$ cat src/design/frr_pkg.sv
// Types and constants shared by the Fresnel reflectance pipeline.
// No dependencies.
package frr_pkg;

	localparam int unsigned CHANNELS = 4;
	localparam logic [15:0] REFL_ONE = 16'd32768;

	typedef struct packed {
		logic signed [15:0] dir_x;
		logic signed [15:0] dir_y;
		logic signed [15:0] dir_z;
		logic signed [15:0] norm_x;
		logic signed [15:0] norm_y;
		logic signed [15:0] norm_z;
		logic [15:0] ratio_red;
		logic [15:0] ratio_green;
		logic [15:0] ratio_blue;
		logic [15:0] ratio_fourth;
	} in_item_t;

	typedef struct packed {
		logic [15:0] refl_red;
		logic [15:0] refl_green;
		logic [15:0] refl_blue;
		logic [15:0] refl_fourth;
	} out_item_t;

endpackage

$ cat src/design/frr_cos.sv
// Cosine front end: dot product, clamp and the sine-squared term.
// Depends on frr_pkg.
module frr_cos (
	input  logic clk,
	input  logic arst_n,
	input  logic in_valid,
	input  frr_pkg::in_item_t in_item,
	output logic out_valid,
	output logic signed [29:0] c1,
	output logic [28:0] om28,
	output logic [63:0] ratios
);

	logic signed [31:0] px_s1, py_s1, pz_s1;
	logic [63:0] rat_s1, rat_s2, rat_s3;
	logic v_s1, v_s2, v_s3;
	logic signed [29:0] c1_s2, c1_s3;
	logic [28:0] om_s3;
	logic signed [33:0] dot;
	logic signed [33:0] neg;
	logic signed [59:0] sq;

	always_ff @(posedge clk or negedge arst_n) begin
		if (!arst_n) begin
			v_s1 <= 1'b0;
			v_s2 <= 1'b0;
			v_s3 <= 1'b0;
		end else begin
			v_s1 <= in_valid;
			v_s2 <= v_s1;
			v_s3 <= v_s2;
		end
	end

	always_ff @(posedge clk) begin
		px_s1 <= in_item.dir_x * in_item.norm_x;
		py_s1 <= in_item.dir_y * in_item.norm_y;
		pz_s1 <= in_item.dir_z * in_item.norm_z;
		rat_s1 <= {in_item.ratio_red, in_item.ratio_green, in_item.ratio_blue,
			in_item.ratio_fourth};
	end

	always_comb begin
		dot = 34'(px_s1) + 34'(py_s1) + 34'(pz_s1);
		neg = -dot;
	end

	always_ff @(posedge clk) begin
		if (neg > 34'sd268435456)
			c1_s2 <= 30'sd268435456;
		else if (neg < -34'sd268435456)
			c1_s2 <= -30'sd268435456;
		else
			c1_s2 <= neg[29:0];
		rat_s2 <= rat_s1;
	end

	assign sq = 60'(c1_s2) * 60'(c1_s2);

	always_ff @(posedge clk) begin
		om_s3 <= 29'(((60'sd1 <<< 56) - sq) >>> 28);
		c1_s3 <= c1_s2;
		rat_s3 <= rat_s2;
	end

	assign out_valid = v_s3;
	assign c1 = c1_s3;
	assign om28 = om_s3;
	assign ratios = rat_s3;

endmodule

$ cat config.mk
export PLATFORM = sky130hd
export DESIGN_NAME = frr_cos
export DESIGN_NICKNAME = d
export VERILOG_FILES = /design/src/design/frr_pkg.sv /design/src/design/frr_cos.sv
export SDC_FILE = /design/constraint.sdc
export NUM_CORES = 2
export LEC_CHECK = 0
export BUFFER_PORTS_ARGS = -buffer_cell sky130_fd_sc_hd__buf_2
export CELL_PAD_IN_SITES_DETAIL_PLACEMENT = 0
export CELL_PAD_IN_SITES_GLOBAL_PLACEMENT = 1
export CORE_ASPECT_RATIO = 0.9
export CORE_MARGIN = 3
export CORE_UTILIZATION = 45
export DETAILED_ROUTE_END_ITERATION = 8
export GPL_TIMING_DRIVEN = 0
export HOLD_SLACK_MARGIN = 0.08
export PLACE_DENSITY = 0.78
export SYNTH_ARGS = -nofsm -noshare
export SYNTH_HDL_FRONTEND = slang
export SYNTH_SLANG_ARGS = --single-unit
$ cat constraint.sdc
create_clock -name clk -period 12 [get_ports clk]
set_input_delay 0.6 -clock clk [delete_from_list [all_inputs] [get_ports clk]]
set_output_delay 0.6 -clock clk [all_outputs]
set_load 0.02 [all_outputs]
Word level (Yosys, flattened, before mapping)
Cells that the tools add are included.

word-level totals
  register bits = 380
  word-level logic and storage cells = 25

operators by class
  $add $sub $neg = 4
  multiply operators = 4
  order comparisons = 2
  multiplexer cells = 1
  reductions and logical operators = 1

operator list
  cell                      number
  $mul A16 B16 Y32          3
  $mul A30 B30 Y57          1
  $sub A57 B57 Y57 const A  1
  $add A33 B32 Y34          1
  $gt A34 B30 Y1 const B    1
  $lt A34 B29 Y1 const B    1
  $neg A34 Y34              1
  $add A32 B32 Y33          1
  $mux W30                  1
  $reduce_or A2 Y1          1

Longest topological paths before layout
  word-level depth = 5
  mapped depth = 30

Least setup slack after synthesis
OpenSTA, ideal clock, no wires.

  path type = flip-flop to flip-flop
  start = reg c1_s2[25]
  end = reg om_s3[23], in the netlist om28[23]
  setup time = 125 ps
  data arrival time = 7558 ps
  required time = 11875 ps
  path slack = 4317 ps
  stages on the path, launching flop included = 27
  period minus slack after synthesis = 7683 ps
  cells stage by stage = dfxtp_1 -> clkbuf_1 -> clkbuf_1 -> nand2_1 -> fa_1 -> inv_1 -> fa_1 -> fa_1 -> fa_1 -> inv_1 -> fa_1 -> fa_1 -> fa_1 -> inv_1 -> fa_1 -> inv_1 -> ha_1 -> a21o_1 -> a21o_1 -> a21o_1 -> a2111oi_0 -> a21oi_1 -> a221oi_1 -> a31oi_1 -> nand2b_1 -> a211oi_1 -> a211oi_1

on the way
  cells in the longest elaborated chain, start to end = 2

RTL lines
  element                 line           text
  start, declared         frr_cos.sv:17  logic signed [29:0] c1_s2, c1_s3;
  start signal, assigned  frr_cos.sv:52  c1_s2 <= -30'sd268435456;
  start signal, assigned  frr_cos.sv:54  c1_s2 <= neg[29:0];
  $mul A30 B30 Y57        frr_cos.sv:58  assign sq = 60'(c1_s2) * 60'(c1_s2);
  $sub A57 B57 Y57        frr_cos.sv:61  om_s3 <= 29'(((60'sd1 <<< 56) - sq) >>> 28);
  end signal, assigned    frr_cos.sv:61
  end, declared           frr_cos.sv:18  logic [28:0] om_s3;

Every way passes these cells.
A chain may end at the register's enable or synchronous reset.

Final worst setup path
  start = reg c1_s2[29]
  end = reg om_s3[20], in the netlist om28[20]

Same word-level chain as after synthesis.

==> metrics.yaml <==
logic_synthesis:
  ys_seq_area_share_pct: 11.11
  synth_edf_count: 0
  yosys.area.top_type: "fa_1"
  syn-mean-instance-area_um2: 9.777
  synth_warnings: 0
  ys_async_sr_fraction_pct: 0.7895
  synth_cell_types: 76
  synth_most_common_cell: "inv_1"
  synth_top_cell_area_share_pct: 48.93
  synth_nets: 9386
  synth_common_cells: "inv_1 (1936), fa_1 (1677), nand2_1 (750), ha_1 (528), and2_1 (433)"
  synth_top_family_by_area: "adder cells"
  synth_compound_area_share_pct: 4.428
  synth_xor_area_share_pct: 2.770
  ys_ff_latch: 380
  synth-simple-area-share_pct: 11.23
  synthCells: 7018
  syn-cell-area_um2: 68610
  synthTopCellsByArea: "fa_1 (49%), dfxtp_1 (11%), inv_1 (11%)"
  synthAdderAreaFrac_pct: 58.56
  ys.flop_type: "dfxtp_1"
  synth_mux_area_share_pct: 0.08024
timing:
  worst-slew-pin-transition_ns: 1.241
  skew_ns: 0.01717
  slew_headroom_pct: 17.28
  final-setup-viol-count: 0
  rsz0062_at_grt: "false"
  clock.fmax_mhz: 91.15
  fin_setup_tns_ns: 0
  finalCriticalPeriod_ns: 10.97
  timing.final.crit_share_pct: 91.42
  hold_viol_final: 0
  slew_violations: 0
routing:
  wire_per_inst_um: 19.97
  drtIter0Drc: 3020
  firstDrtPassIters: 5
  route.antenna.remaining_nets: 0
  drt-vias-per-instance: 5.042
  drcViolationCount: 0
  routed_wl_um: 188600
  vias: 47640
clock_tree:
  cts_max_path_buffers: 3
  clkLatencyLatePin_ns: 0.63
  numCtsBuffers: 45
  cts_root_buf: "clkbuf_16"
  htree_levels: 2
  cts.clk_slew.worst_paths_ns: 0.06
  clock-sinks: 380
  cts_tree: "yes"
floorplanning:
  chipHeight_um: 376.4
  pin_count: 287
  dieWidth_um: 417.6
  start_util_pct: 45.44
  core_area_um2: 151000
  dieArea_um2: 157200
  rows: 135
setup_path:
  crit_type: "reg -> reg"
  cp_max_fo: 10
  worstPathArrival_ns: 11.48
  cp.required_ns: 12.51
  worst_setup_path_end_kind: "flip-flop"
  critPathLaunchType: "flip-flop"
grt:
  grt-ovfl-total: 0
  grt_use_total_pct: 24.74
  first_global_vias: 52560
  antenna_found_initial: 6
  grt_pass1_wl_um: 297500
  grt_max_degree: 19
worst_hold_path:
  hold_path.class: "in -> async"
run:
  cap_violations: 0
layout:
  syn_to_final_growth_pct: 9.041
  drive_gt1_share_pct: 5.447
  finalNetCount: 9785
status:
  status: "finished, final reports clean"
placed_design:
  gp_congestion: 0.9934
  hpwl_um: 161600
  port_buffers: 286
## placed cells by master (no fill, tap or decap), types with 13 or more instances in the layout
master and count:
a211oi_1 19, a21o_1 58, a21oi_1 122, a31oi_1 23, and2_1 433, and3_1 17
buf_2 289, clkbuf_1 207, clkbuf_16 45, dfxtp_1 377, dlygate4sd3_1 66, fa_1 1677
ha_1 528, inv_1 1936, nand2_1 750, nand2b_1 65, nand3_1 38, nand4_1 37
nor2_1 128, nor2b_1 40, nor3_1 27, o21a_1 18, o21ai_0 83, o21ai_1 27
o21bai_1 17, or2_2 13, xnor2_1 179, xor2_1 38
## path summary, 6_finish.rpt
kind	end	slack, ns	cells past startpoint	start
hold reg to reg	ratios[23]	0.31	0	rat_s2[23]
hold / removal	v_s1	0.31	2	arst_n
min in group clk	ratios[23]	0.31	0	rat_s2[23]
max in group asynchronous	v_s2	11.59	2	arst_n
setup / recovery	om28[20]	1.03	23	c1_s2[29]
setup reg to reg	om28[20]	1.03	23	c1_s2[29]
## routing by layer
metal	up-vias	track usage (%)	share of wire [%]
li1	21260	-	-
met1	24440	32.39	41
met2	1606	41.46	48
met3	328	5.241	7.9
met4	4	7.206	3.3
met5	-	0	0.017
## per-stage QoR
step                      setup slack [ns]  cell area, um2  hold WS [ns]  instances  util (%)
final                                1.029           74820        0.3051       9448     49.55
after global routing                0.7618           74800        0.2844       9440     49.53
after CTS                            1.343           74800        0.2395       9440     49.53
after detailed placement             1.385           72530        0.3121       9290     48.03
after global placement               1.445           72530        0.3096       9290     48.03
after floorplan                      4.317           68610        0.3044       7018         -
## kinds of logic after synthesis
kind of cell,Yosys count
compound gates,470
xor+xnor,217
fa+ha+maj,2205
buf+inv,2155
flops,380
mux,5
simple gates,1586
## layout make-up
class	instances	area [um2]
Multi-Input combinational cell	4483	52870
Clock buffer	56	1247
Clock inverter	28	359.1
Fill cell	14440	76190
Buffer	216	838.3
Antenna cell	8	20.02
Sequential cell	380	7622
Tap cell	1986	2485
Timing Repair Buffer	352	2092
Inverter	1939	7278
## state kept, by name, summed over array words and instances, names as in the netlist
name       cells
c1            30
c1_s2         30
om28          29
out_valid      1
px_s1         32
py_s1         32
pz_s1         32
rat_s1        64
rat_s2        64
ratios        64
v_s1           1
v_s2           1
## repair_timing
item,4_1_cts,5_1_grt
hold buffers,66,0
setup buffers,0,0
resized for setup,0,0
endpoints found under the hold margin,68,0
## critical path, cell delays in order (launching register included)
cell,delay (ns)
dfxtp_1,0.44
clkbuf_1,0.65
clkbuf_1,0.68
nand2_1,0.40
fa_1,0.84
fa_1,0.62
ha_1,0.82
inv_1,0.22
fa_1,0.86
inv_1,0.39
fa_1,0.56
fa_1,0.50
fa_1,0.49
inv_1,0.05
fa_1,0.49
inv_1,0.05
ha_1,0.26
clkbuf_1,0.21
a21oi_1,0.28
o21ai_0,0.29
a31oi_1,0.66
o21ai_0,0.57
a21oi_1,0.31
xnor2_1,0.18
Power is not shown: default switching activity piles up to over one toggle a cycle in this logic, so the estimate is an artifact.
